--- src/hdl/gaussian_deviate_generator_top_defines.svh ---
// ---------------------------------------------------------------------------
// gaussian deviate generator assertion macros
// shared concurrent assertion forms, clocked on clk and disabled in reset
// ---------------------------------------------------------------------------
`ifndef GAUSSIAN_DEVIATE_GENERATOR_TOP_DEFINES_SVH
`define GAUSSIAN_DEVIATE_GENERATOR_TOP_DEFINES_SVH

// antecedent implies consequent in the same cycle
`define GDG_ASSERT_IMPL(lbl, ante, cons, msg) \
    lbl: assert property (@(posedge clk) disable iff (!rst_n) (ante) |-> (cons)) \
        else $error(msg);

// antecedent implies consequent a fixed number of cycles later
`define GDG_ASSERT_DELAY(lbl, ante, n, cons, msg) \
    lbl: assert property (@(posedge clk) disable iff (!rst_n) (ante) |-> ##n (cons)) \
        else $error(msg);

`endif

--- src/hdl/gdg_pkg.sv ---
// ---------------------------------------------------------------------------
// gdg_pkg
// widths, coefficients and shared types of the gaussian deviate generator
// ---------------------------------------------------------------------------
`default_nettype none

package gdg_pkg;

    // uniform input width and log2 format
    localparam int UNIFORM_BITS = 24;
    localparam int LOG_FRAC     = 16;
    localparam int EXP_W        = 5;
    localparam int MANT_W       = 31;

    // -2 ln p path widths
    localparam int D_W  = $clog2((UNIFORM_BITS << LOG_FRAC) + 1);
    localparam int W_W  = D_W + 1;
    localparam int SQ_W = W_W + LOG_FRAC;
    localparam int T_W  = (SQ_W + 1) / 2;

    localparam logic [30:0] TWO_LN2_Q30 = 31'd1488522236;

    // rational approximation coefficients, q.24
    localparam logic [25:0] COEF_C0 = 26'd42203372;
    localparam logic [23:0] COEF_C1 = 24'd13469638;
    localparam logic [17:0] COEF_C2 = 18'd173275;
    localparam logic [24:0] COEF_D1 = 25'd24038194;
    localparam logic [21:0] COEF_D2 = 22'd3175407;
    localparam logic [14:0] COEF_D3 = 15'd21945;
    localparam logic [24:0] ONE_Q24 = 25'd16777216;

    // horner and divider widths, bounded by t below 2^19
    localparam int A1_W  = 25;
    localparam int B1_W  = 23;
    localparam int NUM_W = 28;
    localparam int B2_W  = 26;
    localparam int DEN_W = 29;
    localparam int Q_W   = 20;
    localparam int N_W   = NUM_W + LOG_FRAC + 1;
    localparam int Z_W   = Q_W + 1;

    // result widths
    localparam int CFG_W = 16;
    localparam int DEV_W = 16;
    localparam int SMP_W = 24;

    // stage counts per unit
    localparam int LOG_LAT   = LOG_FRAC + 5;
    localparam int RATIO_LAT = Q_W + 5;
    localparam int SCALE_LAT = 3;
    localparam int PIPE_LAT  = LOG_LAT + T_W + RATIO_LAT + SCALE_LAT;

    // item tag travelling beside the data
    typedef struct packed {
        logic valid;
        logic lower;
    } gdg_tag_t;

    // register index on the config port
    typedef enum logic {
        REG_MEAN    = 1'b0,
        REG_STD_DEV = 1'b1
    } gdg_reg_t;

endpackage

`default_nettype wire

--- src/hdl/gdg_scale.sv ---
// ---------------------------------------------------------------------------
// gdg_scale
// rounds z to q4.12, applies sign, scales by std dev and adds the mean
// ---------------------------------------------------------------------------
`default_nettype none

module gdg_scale (
    input  wire logic                              clk,
    input  wire logic                              rst_n,
    input  wire gdg_pkg::gdg_tag_t                 in_tag,
    input  wire logic        [gdg_pkg::Z_W-1:0]    in_z,
    input  wire logic signed [gdg_pkg::CFG_W-1:0]  mean,
    input  wire logic        [gdg_pkg::CFG_W-1:0]  std_dev,
    output logic                                   done,
    output logic signed      [gdg_pkg::DEV_W-1:0]  deviate,
    output logic signed      [gdg_pkg::SMP_W-1:0]  sample,
    output logic                                   saturated
);
    import gdg_pkg::*;

    localparam int PRD_W = CFG_W + DEV_W + 1;
    localparam int RS_W  = PRD_W - 8 + 1;
    localparam int SUM_W = RS_W + 1;
    localparam logic signed [Z_W-3:0] DEV_MAX = (Z_W-2)'(2 ** (DEV_W - 1) - 1);
    localparam logic signed [Z_W-3:0] DEV_MIN = -(Z_W-2)'(2 ** (DEV_W - 1));
    localparam logic signed [SUM_W-1:0] SMP_MAX = SUM_W'(2 ** (SMP_W - 1) - 1);
    localparam logic signed [SUM_W-1:0] SMP_MIN = -SUM_W'(2 ** (SMP_W - 1));

    logic                       v1_reg;
    logic                       v2_reg;
    logic                       done_reg;
    logic [Z_W-1:0]             zmag;
    logic [Z_W:0]               zrnd;
    logic                       neg;
    logic signed [Z_W-3:0]      dv;
    logic signed [DEV_W-1:0]    dev_next;
    logic signed [DEV_W-1:0]    dev1_reg;
    logic signed [DEV_W-1:0]    dev2_reg;
    logic signed [DEV_W-1:0]    dev3_reg;
    logic signed [PRD_W-1:0]    prod2_reg;
    logic [PRD_W-1:0]           pmag;
    logic [PRD_W-1:0]           prnd;
    logic signed [RS_W-1:0]     rs;
    logic signed [SUM_W-1:0]    sum;
    logic signed [SMP_W-1:0]    smp_next;
    logic signed [SMP_W-1:0]    smp_reg;
    logic                       sat_next;
    logic                       sat_reg;

    // round half away from zero to q.12, then fold in the branch sign
    always_comb
    begin
        zmag = in_z[Z_W-1] ? (~in_z + Z_W'(1)) : in_z;
        zrnd = {1'b0, zmag} + (Z_W+1)'(8);
        neg  = in_z[Z_W-1] ^ in_tag.lower;
        dv   = neg ? -$signed({1'b0, zrnd[Z_W:4]}) : $signed({1'b0, zrnd[Z_W:4]});
        if (dv > DEV_MAX)
        begin
            dev_next = DEV_W'(DEV_MAX);
        end
        else if (dv < DEV_MIN)
        begin
            dev_next = DEV_W'(DEV_MIN);
        end
        else
        begin
            dev_next = DEV_W'(dv);
        end
    end

    // scaled deviate back to q.12, plus mean, then clip
    // magnitude stays below 2^31, so the rounded value fits below the top bit
    always_comb
    begin
        pmag = prod2_reg[PRD_W-1] ? PRD_W'(-prod2_reg) : PRD_W'(prod2_reg);
        prnd = pmag + PRD_W'(128);
        rs   = prod2_reg[PRD_W-1] ? -$signed({1'b0, prnd[PRD_W-1:8]})
                                  : $signed({1'b0, prnd[PRD_W-1:8]});
        sum  = SUM_W'(rs) + SUM_W'($signed({mean, 4'b0000}));
        priority if (sum > SMP_MAX)
        begin
            smp_next = SMP_W'(SMP_MAX);
            sat_next = 1'b1;
        end
        else if (sum < SMP_MIN)
        begin
            smp_next = SMP_W'(SMP_MIN);
            sat_next = 1'b1;
        end
        else
        begin
            smp_next = SMP_W'(sum);
            sat_next = 1'b0;
        end
    end

    always_ff @(posedge clk or negedge rst_n)
    begin
        if (!rst_n)
        begin
            v1_reg   <= 1'b0;
            v2_reg   <= 1'b0;
            done_reg <= 1'b0;
        end
        else
        begin
            v1_reg   <= in_tag.valid;
            v2_reg   <= v1_reg;
            done_reg <= v2_reg;
        end
    end

    always_ff @(posedge clk)
    begin
        dev1_reg  <= dev_next;
        prod2_reg <= $signed({1'b0, std_dev}) * dev1_reg;
        dev2_reg  <= dev1_reg;
        dev3_reg  <= dev2_reg;
        smp_reg   <= smp_next;
        sat_reg   <= sat_next;
    end

    assign done      = done_reg;
    assign deviate   = dev3_reg;
    assign sample    = smp_reg;
    assign saturated = sat_reg;

endmodule

`default_nettype wire

--- config.mk ---
export PLATFORM = sky130hd
export DESIGN_NAME = gdg_scale
export DESIGN_NICKNAME = d
export VERILOG_FILES = /design/src/hdl/gaussian_deviate_generator_top_defines.svh /design/src/hdl/gdg_pkg.sv /design/src/hdl/gdg_scale.sv
export SDC_FILE = /design/constraint.sdc
export NUM_CORES = 1
export LEC_CHECK = 0
export BUFFER_PORTS_ARGS = -buffer_cell sky130_fd_sc_hd__buf_2
export CAP_MARGIN = 20
export CORE_MARGIN = 8
export CORE_UTILIZATION = 63
export DETAILED_ROUTE_END_ITERATION = 7
export GPL_TIMING_DRIVEN = 0
export PLACE_DENSITY = 0.82
export SETUP_SLACK_MARGIN = 0.4
export SLEW_MARGIN = 15
export SYNTH_ARGS = -nofsm -noshare
export SYNTH_HDL_FRONTEND = slang
export SYNTH_SLANG_ARGS = --single-unit
--- constraint.sdc ---
create_clock -name clk -period 8.6 [get_ports clk]
set_clock_uncertainty 0.15 [all_clocks]
set_input_delay 0.43 -clock clk [delete_from_list [all_inputs] [get_ports clk]]
set_output_delay 0.43 -clock clk [all_outputs]
set_load 0.01 [all_outputs]
==> impl_results.md <==
- Gr ovfl total: 0
- Final core occ: 0.688
- Critical path endpoint: prod2_reg[31]$_DFF_P_
- Layout net count: between 2000 and 2500
- Met2 Track Usage GR: 0.459
- EDFF count, synth: 0
- RSZ-0062 raised after global routing: no
- Met3 Usage GRT: 0.0417
- Largest net degree at the start of global routing: 22
- Slew Limit Headroom: 0.516
- IO buf count: 94
- Die ar.: between 0.03 and 0.04 mm2
- Core Region: about 0.025 mm2
- Final Instance Area: between 0.015 and 0.02 mm2
- Status: finished, final reports clean
- Chip width: 175 um
- Placed cell area: 0.0169 mm2
- CP Class: flip-flop to flip-flop
- Clk Latency, worst-skew pair: 370 ps
- Placed wire-length estimate: around 34000 um
- Startpoint types: flip-flop
- CTS tree: yes
- Post-Place Cells: 2301
- Avg Inst Size Synth: 8.54 um2
- Sequential fraction of the synthesis area: 0.137
- GR Util met1: 0.342
- Crit-path slowest cell: dfxtp_1
- Worst EP required: 8700 ps
- Gpl congestion: slightly above 0.9
- Layout cells sized above 1: 0.0860
- Vias in the first global route: 14200
- H-tree levels: 3
- Netlist cell types: 94
- DR vias/cell: between 5 and 6
- Synthesized Nets: around 2300
- Final period util: 0.907
- WHS: 11.0 ps
- DRC errors left: 0
- Worst setup EP type: flip-flop
- Longest Clk Path Bufs: 2
- Crit path DAT: 7890 ps
- Ys Warns: 0
- Period minus WS final: 7800 ps
- Multi-input gate area: ~0.013 mm2
- CP Launch Point: dev1_reg[6]$_SDFF_PN1_
- Final setup vio count: 0
- Mapped Cells: ~1900
- Critical Path Fanout Max: 10
- Ports: 99
- Die Y: 175 um
- First-pass GRT wire length: 68900 um
- Least-Margin Pin Slew: 708 ps
- Synth top area cells: fa_1 24%, dfxtp_1 13%, ha_1 12%
- Pre-Repair DR Iteration Count: 6
- Reg-to-Reg Start: dev1_reg[6]$_SDFF_PN1_
- Final Max Tran Viols: 0
- DRC violation total after the first TritonRoute iteration: 1032
- Buffers & Inverters on Critical Path: 4
- Site Rows: 58
- Root Driver: clkbuf_16
- Avg WL per Cell: 18.1 um
- Clock Sink Count: 109
- Layout fillers: 2022
- Hold Startpoint: in_tag[1]
- Worst path depth: 22
- Largest area contributor in the netlist: fa_1
- Clk slew on worst S/H paths: 90 ps
- Initial antenna violation count: 1
- Ys flop type: dfxtp_1
- Starting density of the core: 0.638
- Reg2reg setup slack: 800 ps
- Fin. Hold Viols: 0
- FMAX: 0.128 GHz
- DR vias: 13900
- Share of flip-flops with an asynchronous set or reset: 0.0275
- Critical path's most frequent cell: fa_1
- Yosys top cell area share: 0.244
- Post-DRT Antenna Nets: 0
- Crit path largest cell delay: ~600 ps
- Worst reg2reg endpoint: prod2_reg[31]$_DFF_P_
- Worst min path class: input port to flip-flop
- Num CTS Buffers: 9
- #FFs+latches synth: 109
- Delay-heaviest family, CP: adder cells
- Max reg flops: 33
- Layout area overhead: 7.92%
- Tot GR Track Use: 0.272
- Worst path cell trace: clkbuf_1 > nand2_1 > fa_1 > inv_1 > fa_1 > inv_1 > fa_1 > fa_1 > inv_1 > fa_1 > fa_1 > ha_1 > a21o_1 > a21o_1 > a21oi_1 > o21ai_0 > o31ai_1 > o2111ai_1 > a221o_1 > a21oi_1 > o21ai_0 > xor2_1
- Worst reg2reg path depth: 22
- Mapped cell area: 0.0160 mm2
- Routed WL: 41900 um
- Antenna Cells: 0
- Busiest grt layer: met2
- Register Area: 0.00220 mm2
- Max_cap viols: 0
- Non-Filler Instances: 2319
## synthesized netlist by cell type (11+ instances only)
cell type,instances
xnor2_1,92
nand2_1,212
o21ai_0,69
a31oi_1,11
ha_1,150
a21o_1,28
inv_1,253
a21oi_1,79
xor2_1,57
nand3_1,31
nor2_1,69
and2_1,113
o21a_1,15
fa_1,195
nand4_1,16
o31ai_1,21
nand2b_1,33
clkbuf_1,72
dfxtp_1,106
or3_1,14
nor3_1,31
## cell usage in the layout, fill, tap and decap left out, types with 10 or more instances in the layout
| cell type | count |
|---|---|
| dfxtp_1 | 105 |
| a21oi_1 | 79 |
| a21o_1 | 28 |
| o211ai_1 | 10 |
| inv_1 | 253 |
| clkbuf_1 | 63 |
| o31ai_1 | 20 |
| xor2_1 | 56 |
| xnor2_1 | 92 |
| fa_1 | 195 |
| and2_1 | 113 |
| nor4_1 | 10 |
| nor2_1 | 69 |
| and3_1 | 10 |
| nand2b_1 | 33 |
| o21a_1 | 15 |
| ha_1 | 149 |
| or3_1 | 14 |
| nand3_1 | 31 |
| nor3_1 | 29 |
| a31oi_1 | 11 |
| o21ai_0 | 69 |
| nand2_1 | 212 |
| nand4_1 | 16 |
| buf_2 | 99 |
## per-stage QoR
step / setup TNS, ps / setup WS [ps]
after floorplan: 0 / 1670
after global placement: -9520 / -463
after detailed placement: -6690 / -347
after CTS: 0 / 452
after global routing: 0 / 443
final: 0 / 802
## worst min path at each step
stage	end	slack (ps)	depth (start not counted)
6_report	v1_reg$_DFF_PN0_	10	1
3_3_place_gp	done$_DFF_PN0_	70	1
5_1_grt	v1_reg$_DFF_PN0_	8	1
3_5_place_dp	v2_reg$_DFF_PN0_	80	1
2_1_floorplan	done$_DFF_PN0_	-20	0
4_1_cts	v1_reg$_DFF_PN0_	6	1
## metal layers
metal | wire length [um] | up-vias
met5 | 0 | -
met4 | 1570 | 0
met3 | 3290 | 129
met2 | 20100 | 619
met1 | 17000 | 6730
li1 | - | 6410
## repair_timing
item	CTS	global route
cloned	0	0
pin swaps	0	3
setup endpoints to repair	23	23
endpoints found under the hold margin	3	0
hold buffers	1	0
setup buffers	0	1
gates resized for setup	6	18
## cell type report
class                   instances  share of cell area
repair buffers                 98              0.0287
plain buffers                  82              0.0192
clock inverters                 7             0.00427
inverters                     253              0.0549
multi-input cells            1431               0.729
flip-flops and latches        109               0.127
well taps                     330              0.0239
clock buffers                   9              0.0130
## kinds of logic after synthesis
| logic type | after synthesis | share of synthesized area |
|---|---|---|
| simple gates | 602 | 0.196 |
| fa+ha+maj | 347 | 0.362 |
| buf+inv | 335 | 0.0793 |
| xor+xnor | 149 | 0.0815 |
| compound gates | 323 | 0.138 |
| flops | 109 | 0.137 |
| mux | 10 | 0.00633 |
Power is not shown: default switching activity piles up to over one toggle a cycle in this logic, so the estimate is an artifact.
