<file path="src/hdl/gaussian_deviate_generator_top_defines.svh">
// ---------------------------------------------------------------------------
// gaussian deviate generator assertion macros
// shared concurrent assertion forms, clocked on clk and disabled in reset
// ---------------------------------------------------------------------------
`ifndef GAUSSIAN_DEVIATE_GENERATOR_TOP_DEFINES_SVH
`define GAUSSIAN_DEVIATE_GENERATOR_TOP_DEFINES_SVH

// antecedent implies consequent in the same cycle
`define GDG_ASSERT_IMPL(lbl, ante, cons, msg) \
    lbl: assert property (@(posedge clk) disable iff (!rst_n) (ante) |-> (cons)) \
        else $error(msg);

// antecedent implies consequent a fixed number of cycles later
`define GDG_ASSERT_DELAY(lbl, ante, n, cons, msg) \
    lbl: assert property (@(posedge clk) disable iff (!rst_n) (ante) |-> ##n (cons)) \
        else $error(msg);

`endif

</file>
<file path="src/hdl/gdg_pkg.sv">
// ---------------------------------------------------------------------------
// gdg_pkg
// widths, coefficients and shared types of the gaussian deviate generator
// ---------------------------------------------------------------------------
`default_nettype none

package gdg_pkg;

    // uniform input width and log2 format
    localparam int UNIFORM_BITS = 24;
    localparam int LOG_FRAC     = 16;
    localparam int EXP_W        = 5;
    localparam int MANT_W       = 31;

    // -2 ln p path widths
    localparam int D_W  = $clog2((UNIFORM_BITS << LOG_FRAC) + 1);
    localparam int W_W  = D_W + 1;
    localparam int SQ_W = W_W + LOG_FRAC;
    localparam int T_W  = (SQ_W + 1) / 2;

    localparam logic [30:0] TWO_LN2_Q30 = 31'd1488522236;

    // rational approximation coefficients, q.24
    localparam logic [25:0] COEF_C0 = 26'd42203372;
    localparam logic [23:0] COEF_C1 = 24'd13469638;
    localparam logic [17:0] COEF_C2 = 18'd173275;
    localparam logic [24:0] COEF_D1 = 25'd24038194;
    localparam logic [21:0] COEF_D2 = 22'd3175407;
    localparam logic [14:0] COEF_D3 = 15'd21945;
    localparam logic [24:0] ONE_Q24 = 25'd16777216;

    // horner and divider widths, bounded by t below 2^19
    localparam int A1_W  = 25;
    localparam int B1_W  = 23;
    localparam int NUM_W = 28;
    localparam int B2_W  = 26;
    localparam int DEN_W = 29;
    localparam int Q_W   = 20;
    localparam int N_W   = NUM_W + LOG_FRAC + 1;
    localparam int Z_W   = Q_W + 1;

    // result widths
    localparam int CFG_W = 16;
    localparam int DEV_W = 16;
    localparam int SMP_W = 24;

    // stage counts per unit
    localparam int LOG_LAT   = LOG_FRAC + 5;
    localparam int RATIO_LAT = Q_W + 5;
    localparam int SCALE_LAT = 3;
    localparam int PIPE_LAT  = LOG_LAT + T_W + RATIO_LAT + SCALE_LAT;

    // item tag travelling beside the data
    typedef struct packed {
        logic valid;
        logic lower;
    } gdg_tag_t;

    // register index on the config port
    typedef enum logic {
        REG_MEAN    = 1'b0,
        REG_STD_DEV = 1'b1
    } gdg_reg_t;

endpackage

`default_nettype wire

</file>
<file path="src/hdl/gdg_sqrt.sv">
// ---------------------------------------------------------------------------
// gdg_sqrt
// pipelined integer square root, one result bit per stage
// ---------------------------------------------------------------------------
`default_nettype none

module gdg_sqrt (
    input  wire logic                       clk,
    input  wire logic                       rst_n,
    input  wire gdg_pkg::gdg_tag_t          in_tag,
    input  wire logic [gdg_pkg::W_W-1:0]    in_w,
    output gdg_pkg::gdg_tag_t               out_tag,
    output logic      [gdg_pkg::T_W-1:0]    out_t
);
    import gdg_pkg::*;

    gdg_tag_t          tag_reg [0:T_W-1];
    logic [SQ_W-1:0]   n_reg   [0:T_W-1];
    logic [SQ_W-1:0]   res_reg [0:T_W-1];
    logic [SQ_W-1:0]   n_next  [0:T_W-1];
    logic [SQ_W-1:0]   res_next[0:T_W-1];

    always_ff @(posedge clk or negedge rst_n)
    begin
        if (!rst_n)
        begin
            for (int i = 0; i < T_W; i++)
            begin
                tag_reg[i] <= '0;
            end
        end
        else
        begin
            tag_reg[0] <= in_tag;
            for (int i = 1; i < T_W; i++)
            begin
                tag_reg[i] <= tag_reg[i-1];
            end
        end
    end

    for (genvar k = 0; k < T_W; k++)
    begin : g_root
        localparam logic [SQ_W-1:0] BIT = SQ_W'(1) << (2 * (T_W - 1 - k));
        logic [SQ_W-1:0] n_in;
        logic [SQ_W-1:0] r_in;
        logic [SQ_W-1:0] trial;

        if (k == 0)
        begin : g_first
            assign n_in = {in_w, {LOG_FRAC{1'b0}}};
            assign r_in = '0;
        end
        else
        begin : g_rest
            assign n_in = n_reg[k-1];
            assign r_in = res_reg[k-1];
        end

        assign trial = r_in + BIT;

        always_comb
        begin
            if (n_in >= trial)
            begin
                n_next[k]   = n_in - trial;
                res_next[k] = (r_in >> 1) + BIT;
            end
            else
            begin
                n_next[k]   = n_in;
                res_next[k] = r_in >> 1;
            end
        end

        always_ff @(posedge clk)
        begin
            n_reg[k]   <= n_next[k];
            res_reg[k] <= res_next[k];
        end
    end

    assign out_tag = tag_reg[T_W-1];
    assign out_t   = res_reg[T_W-1][T_W-1:0];

endmodule

`default_nettype wire

</file>
<file path="config.mk">
export PLATFORM = sky130hd
export DESIGN_NAME = gdg_sqrt
export DESIGN_NICKNAME = d
export VERILOG_FILES = /design/src/hdl/gaussian_deviate_generator_top_defines.svh /design/src/hdl/gdg_pkg.sv /design/src/hdl/gdg_sqrt.sv
export SDC_FILE = /design/constraint.sdc
export NUM_CORES = 1
export LEC_CHECK = 0
export BUFFER_PORTS_ARGS = -buffer_cell sky130_fd_sc_hd__buf_2
export CAP_MARGIN = 10
export CORE_MARGIN = 3
export CORE_UTILIZATION = 47
export CTS_CLUSTER_SIZE = 14
export DETAILED_ROUTE_END_ITERATION = 8
export PLACE_DENSITY_LB_ADDON = 0.05
export REMOVE_ABC_BUFFERS = 1
export SLEW_MARGIN = 30
export SYNTH_ARGS = -nofsm -noshare
export SYNTH_HDL_FRONTEND = slang
export SYNTH_SLANG_ARGS = --single-unit
</file>
<file path="constraint.sdc">
create_clock -name clk -period 4.2 [get_ports clk]
set_input_delay 0.42 -clock clk [delete_from_list [all_inputs] [get_ports clk]]
set_output_delay 0.42 -clock clk [all_outputs]
set_load 0.01 [all_outputs]
</file>
==> flow_metrics.tcl, run 1 <==
set metrics [dict create \
    dieArea_um2 60300 \
    initial_core_util_pct 47.6 \
    drc 0 \
    core.rowCount 87 \
    dp_hpwl_um 40300 \
    cts.path.max_buffers 3 \
    postSynthAreaPerCell_um2 9.83 \
    post-route-util_pct 54.2 \
    grt_max_degree 39 \
    n_antenna_cell 0 \
    wl_per_cell_um 14.6 \
    grt_overflow 0 \
    h-tree-depth 3 \
    wl_um 53400 \
    layout_commonest_cell "dfxtp_1" \
    via_count 18800 \
    yosysTopAreaCell "dfxtp_1" \
    num_io_pins 47 \
    ir_drop_mv 0.387 \
    fin_skew_ps 16.0 \
    fin_crit_sh_pct 82.2 \
    cts_setup_buffers 0 \
    start_kind "flop" \
    power_density_nw_per_um2 725 \
    fillCellCount 5051 \
    synth_top_area_share_pct 47.1 \
    grt_pass1_wl_um 89300 \
    clk_pin_slew_ps 60 \
    status "finished clean" \
    cp_data_required_time_ps 4670 \
    grt_usage_pct 17.9 \
    yosysUniqueCellTypes 78 \
    clock-sinks 673 \
    synthesis.area_um2 27000 \
    cts_tree "built" \
    synth_seq_area_share_pct 50.7 \
    drv_cap 0 \
    setup_tns_ps 0 \
    largest_reg_flops 445 \
    slew_headroom_pct 41.9 \
    cts_hold_buffers 25 \
    hp-class "reg -> reg" \
    yosys-top-cells-area "dfxtp_1 47%, ha_1 8.8%, xor2_1 4.4%, xnor2_1 4.1%, dfrtp_1 3.5%" \
    ant_nets 0 \
    dieHeight_um 246 \
    drive_above_1_share_pct 6.96 \
    gp_congestion 0.863 \
    die_w_um 246 \
    syn_to_final_growth_pct 13.8 \
    rsz0062_at_grt "false" \
    nets 3075 \
    cp_max_fo 13 \
    ys.warnings.count 0 \
    synth_edf_count 0 \
    drtIter0Drc 728 \
    finalHoldViolations 0 \
    antenna_found_initial 0 \
    dr.pass1.iters 5 \
    synthCells 2743 \
    final_cell_mix "635 x dfxtp_1, 250 x inv_1, 196 x nand2_1" \
    numCtsBuffers 71 \
    finalMaxSlewViolations 0 \
    crit_type "reg -> reg" \
    cts_root_buffer "clkbuf_16" \
    worst_slew_pin_slew_ps 870 \
    critical_path.endpoint_type "flop" \
    min_period_ps 3450 \
    grt_pass1_vias 19100 \
    core_region_area_um2 56600 \
    fmax_ghz 0.290 \
    cts_resized 0 \
    via_per_inst 5.13 \
    finalSetupViolCount 0 \
    ys.flop_type "dfxtp_1" \
    synthArstFlopShare_pct 5.65 \
    power.leakage_nw 14.3 \
    port_buffers 46 \
    cp.arrival_ps 3920 \
    yosys_register_bits 673 \
    clk_latency_ps 590 \
]
final cells by class:
type / count / area (µm²) / share of cell area, %
sequential: 673 / 13700 / 44.5
multi-input combinational: 1772 / 12200 / 39.7
clock buffer: 102 / 2100 / 6.83
inverter: 252 / 946 / 3.08
tap: 756 / 946 / 3.08
timing repair buffer: 82 / 563 / 1.84
clock inverter: 20 / 272 / 0.885
cells in the mapped netlist, drive strengths merged (9+ instances only):
master and count:
nor4 57, or4 17, nor4b 13, a211oi 16, nor2b 35, xor2 136
nor3 79, o21ai 170, o21bai 12, nand2 196, nand4b 9, clkbuf 31
dfxtp 635, inv 252, ha 190, or2 12, or3 24, buf 15
nand2b 48, and3 15, o21a 38, a31oi 11, a21o 52, a21oi 139
nand4 21, mux2 11, xnor2 125, and2 9, o31ai 19, nand3 40
nor2 172, dfrtp 38
kinds of logic after synthesis:
logic type               count (synthesis)  synth area share [%]
AND/OR/NAND/NOR                        767                  14.4
flip-flops                             673                  50.7
AO/OA/AOI/OAI                          528                  12.2
buffers and inverters                  298                  4.23
XOR/XNOR                               261                  8.48
adder cells (fa/ha/maj)                197                  9.34
multiplexers                            19                 0.756
final timing paths:
kind	from	slack, ps	end	cells past startpoint
max	n_reg[13][10]$_SDFF_PP0_	750	n_reg[14][35]$_DFF_P_	13
min	res_reg[14][10]$_DFF_P_	340	res_reg[15][9]$_DFF_P_	0
max reg2reg	n_reg[13][10]$_SDFF_PP0_	750	n_reg[14][35]$_DFF_P_	13
min reg2reg	res_reg[14][10]$_DFF_P_	340	res_reg[15][9]$_DFF_P_	0
max in group asynchronous	rst_n	3240	tag_reg[26]$_DFF_PN0_	2
min in group asynchronous	rst_n	460	tag_reg[3]$_DFF_PN0_	2
report_power, final:
group          internal, W  switching [W]
Clock              0.00383        0.00242
Sequential         0.00820        0.00132
Combinational      0.00298        0.00348
Total               0.0150        0.00722
critical path: stages (launching register included):
cell	delay [ps]
dfxtp_1	380
ha_1	220
inv_1	70
fa_1	410
nor2b_1	160
o31a_1	210
o41a_1	230
a21oi_1	120
nor2_1	250
and2b_1	390
inv_2	130
o211ai_2	180
or4_1	470
xnor2_1	130
stage by stage:
| step | area (µm²) | total power, W | std cells | worst slack, ps | hold WS, ps |
|---|---|---|---|---|---|
| 2_1_floorplan | 26800 | 0.0143 | 2697 | 533 | 124 |
| 3_3_place_gp | 28000 | 0.0159 | 3510 | 869 | 332 |
| 3_5_place_dp | 28100 | 0.0160 | 3510 | 780 | 335 |
| 4_1_cts | 30700 | 0.0224 | 3657 | 748 | 347 |
| 5_1_grt | 30700 | 0.0237 | 3657 | 486 | 354 |
| 6_report | 30700 | 0.0222 | 3657 | 749 | 344 |
per-layer routing:
metal / GRT usage [%] / wire length, µm
met3: 2.85 / 1840
met5: 0 / 0
met1: 20.5 / 23200
met2: 32.5 / 26300
met4: 8.34 / 2100
(Power assumes the default switching activity.)
==> run 2, diff against run 1 <==
- ABC_AREA: unset -> 1
- clock period: 4.2 -> 2.78 ns (I/O delays scaled with it)
==> run 2 against run 1 <==
Against the previous run:
- setup slack lost 440 ps
- worst hold slack worse by 160 ps
- global-route usage up 4.5 points
- critical endpoint is now n_reg[16][21]$_DFF_P_
==> flow_metrics.tcl, run 2 <==
set metrics [dict create \
    core_region_area_um2 67900 \
    synth_edf_count 0 \
    worst_slew_pin_slew_ps 614 \
    grt_pass1_wl_um 133000 \
    antenna_found_initial 0 \
    cp.arrival_ps 2990 \
    finalSetupViolCount 0 \
    synth_top_area_share_pct 39.1 \
    slew_headroom_pct 58.6 \
    status "finished clean" \
    power_frac_seq_pct 35.6 \
    drive_above_1_share_pct 5.94 \
    ir_drop_mv 0.727 \
    yosysTopAreaCell "dfxtp_1" \
    layout_commonest_cell "nand2_1" \
    dp_hpwl_um 65700 \
    synth_xor_area_share_pct 3.96 \
    clk_pin_slew_ps 60 \
    fmax_ghz 0.405 \
    internal_power_w 0.0250 \
    cts.path.max_buffers 3 \
    fillCellCount 6668 \
    synthCells 4500 \
    clock-sinks 673 \
    ant_nets 0 \
    synthArstFlopShare_pct 5.65 \
    final_cell_mix "1310 x nand2_1, 717 x inv_1, 635 x dfxtp_1" \
    finalMaxSlewViolations 0 \
    synth_top_family_by_area "simple AND/OR/NAND/NOR gates" \
    r2r_setup_slack_ps 310 \
    min_period_ps 2470 \
    synthAdderAreaFrac_pct 7.73 \
    ys.flop_type "dfxtp_1" \
    cts_root_buffer "clkbuf_16" \
    synthesis.area_um2 32600 \
    initial_core_util_pct 48.0 \
    syn_to_final_growth_pct 12.9 \
    synthMuxAreaShare_pct 0 \
    seqCellArea_um2 13700 \
    die_w_um 269 \
    grt_usage_pct 22.4 \
    num_io_pins 47 \
    r2r_end "n_reg[16][21]$_DFF_P_" \
    grt_overflow 0 \
    drtIter0Drc 2037 \
    fin_skew_ps 26.1 \
    clk_latency_ps 620 \
    yosysMostFrequentCell "nand2_1" \
    synth_seq_area_share_pct 42.0 \
    dieArea_um2 72500 \
    gp_congestion 0.917 \
    setup_tns_ps 0 \
    hp-class "in -> async" \
    critical_path.endpoint_type "flop" \
    synth_common_cells "1310 x nand2_1, 717 x inv_1, 635 x dfxtp_1, 431 x nor2_1, 274 x nand3_1" \
    rsz0062_at_grt "false" \
    drv_cap 0 \
    port_buffers 46 \
    yosysUniqueCellTypes 46 \
    yosys_register_bits 673 \
    start_kind "flop" \
    cp_data_required_time_ps 3300 \
    h-tree-depth 3 \
    power_density_nw_per_um2 1130 \
    ys.warnings.count 0 \
    crit_type "reg -> reg" \
    core.rowCount 95 \
    n_antenna_cell 0 \
    cp_max_fo 37 \
    synthSimpleGateAreaFrac_pct 29.4 \
    post-route-util_pct 54.1 \
    p_sw_w 0.0166 \
    via_per_inst 4.88 \
    cts_tree "built" \
    postSynthAreaPerCell_um2 7.23 \
    multi_input_area_um2 15800 \
    sw_frac_of_total_pct 39.9 \
    yosys-top-cells-area "dfxtp_1 39%, nand2_1 15%, inv_1 8.3%, ha_1 7.3%, nor2_1 5.0%" \
    numCtsBuffers 74 \
    drc 0 \
    dr.pass1.iters 8 \
    wl_um 82500 \
    power_frac_clock_pct 26.1 \
    wl_per_cell_um 14.7 \
    nets 4846 \
    reg2reg_from "n_reg[15][6]$_SDFF_PP0_" \
    synth_compound_area_share_pct 7.47 \
    dieHeight_um 269 \
    combPwrFrac_pct 38.3 \
    grt_max_degree 39 \
    rr_worst_depth 11 \
    fin_crit_sh_pct 88.9 \
    grt_pass1_vias 25400 \
    power.leakage_nw 18.9 \
    finalHoldViolations 0 \
    via_count 27400 \
    largest_reg_flops 445 \
]
## run 2: cell count changes in the layout (fill, tap and decap cells not counted), sizes merged, moves of 33 or more
cell    before   now
xnor2      125    77
nor2       172   445
nand3       40   280
nor4        57    21
nand2b      48     0
nand4       21    70
o21a        38     5
a21o        52     9
xor2       136    70
a21oi      139   236
inv        256   728
nor2b       35     0
nand2      196  1322
## run 2: metal layers
metal  vias up  share of wire (%)  GRT usage, %
met5         -                  0             0
met4         0                2.1          5.37
met3       123                4.5          3.22
met2       569                 43          35.1
met1     12300                 50          32.5
li1      14400                  -             -
## run 2: layout make-up
class,instances,share of cell area [%]
Multi-Input combinational cell,3065,43.1
Inverter,726,7.43
Sequential cell,673,37.2
Clock inverter,33,1.68
Clock buffer,103,5.86
Timing Repair Buffer,83,1.63
Tap cell,921,3.14
## run 2: cell families after synthesis
group                    Yosys count
AND/OR/NAND/NOR                 2276
buffers and inverters            762
flip-flops                       673
AO/OA/AOI/OAI                    445
adder cells (fa/ha/maj)          197
XOR/XNOR                         147
## run 2: power by group through the flow
stage               clock network [W]  logic (W)  registers (W)
floorplan                           0     0.0123         0.0139
global placement                    0     0.0156         0.0151
detailed placement                  0     0.0156         0.0150
CTS                            0.0111     0.0158         0.0149
global route                   0.0115     0.0182         0.0151
finish                         0.0108     0.0159         0.0148
## run 2: worst max path at each step
stage | start | end | slack (ps) | depth (start not counted)
floorplan | n_reg[16][4]$_SDFF_PP0_ | n_reg[17][4]$_DFF_P_ | 480 | 13
global placement | n_reg[11][14]$_SDFF_PP0_ | n_reg[12][33]$_DFF_P_ | 340 | 10
detailed placement | n_reg[16][4]$_SDFF_PP0_ | n_reg[17][8]$_DFF_P_ | 310 | 14
CTS | n_reg[16][4]$_SDFF_PP0_ | n_reg[17][5]$_DFF_P_ | 280 | 14
global route | n_reg[15][6]$_SDFF_PP0_ | n_reg[16][21]$_DFF_P_ | 20 | 11
finish | n_reg[15][6]$_SDFF_PP0_ | n_reg[16][21]$_DFF_P_ | 310 | 11
## run 2: critical path, cell delays in order (launching register included)
cell,delay [ps]
dfxtp_1,340
ha_1,240
inv_1,100
fa_1,270
nor2_1,80
o21ai_0,170
nand2_1,120
nand2_1,140
nand3_4,220
inv_4,430
nand2_1,90
o21ai_1,150
## run 2: timing repair
item	4_1_cts	5_1_grt
resized for setup	0	1
buffers inserted	0	0
setup endpoints to repair	0	1
endpoints found under the hold margin	63	0
hold buffers	26	0
## run 2: metrics by stage
stage | hold slack, ps | std cells | cell area (µm²) | setup WS, ps | power (W)
after floorplan | -17.6 | 4464 | 32200 | 478 | 0.0262
after global placement | 332 | 5442 | 33700 | 335 | 0.0307
after detailed placement | 335 | 5442 | 33700 | 306 | 0.0307
after CTS | 261 | 5604 | 36700 | 277 | 0.0418
after global routing | 224 | 5604 | 36700 | 16.6 | 0.0449
final | 189 | 5604 | 36700 | 310 | 0.0416
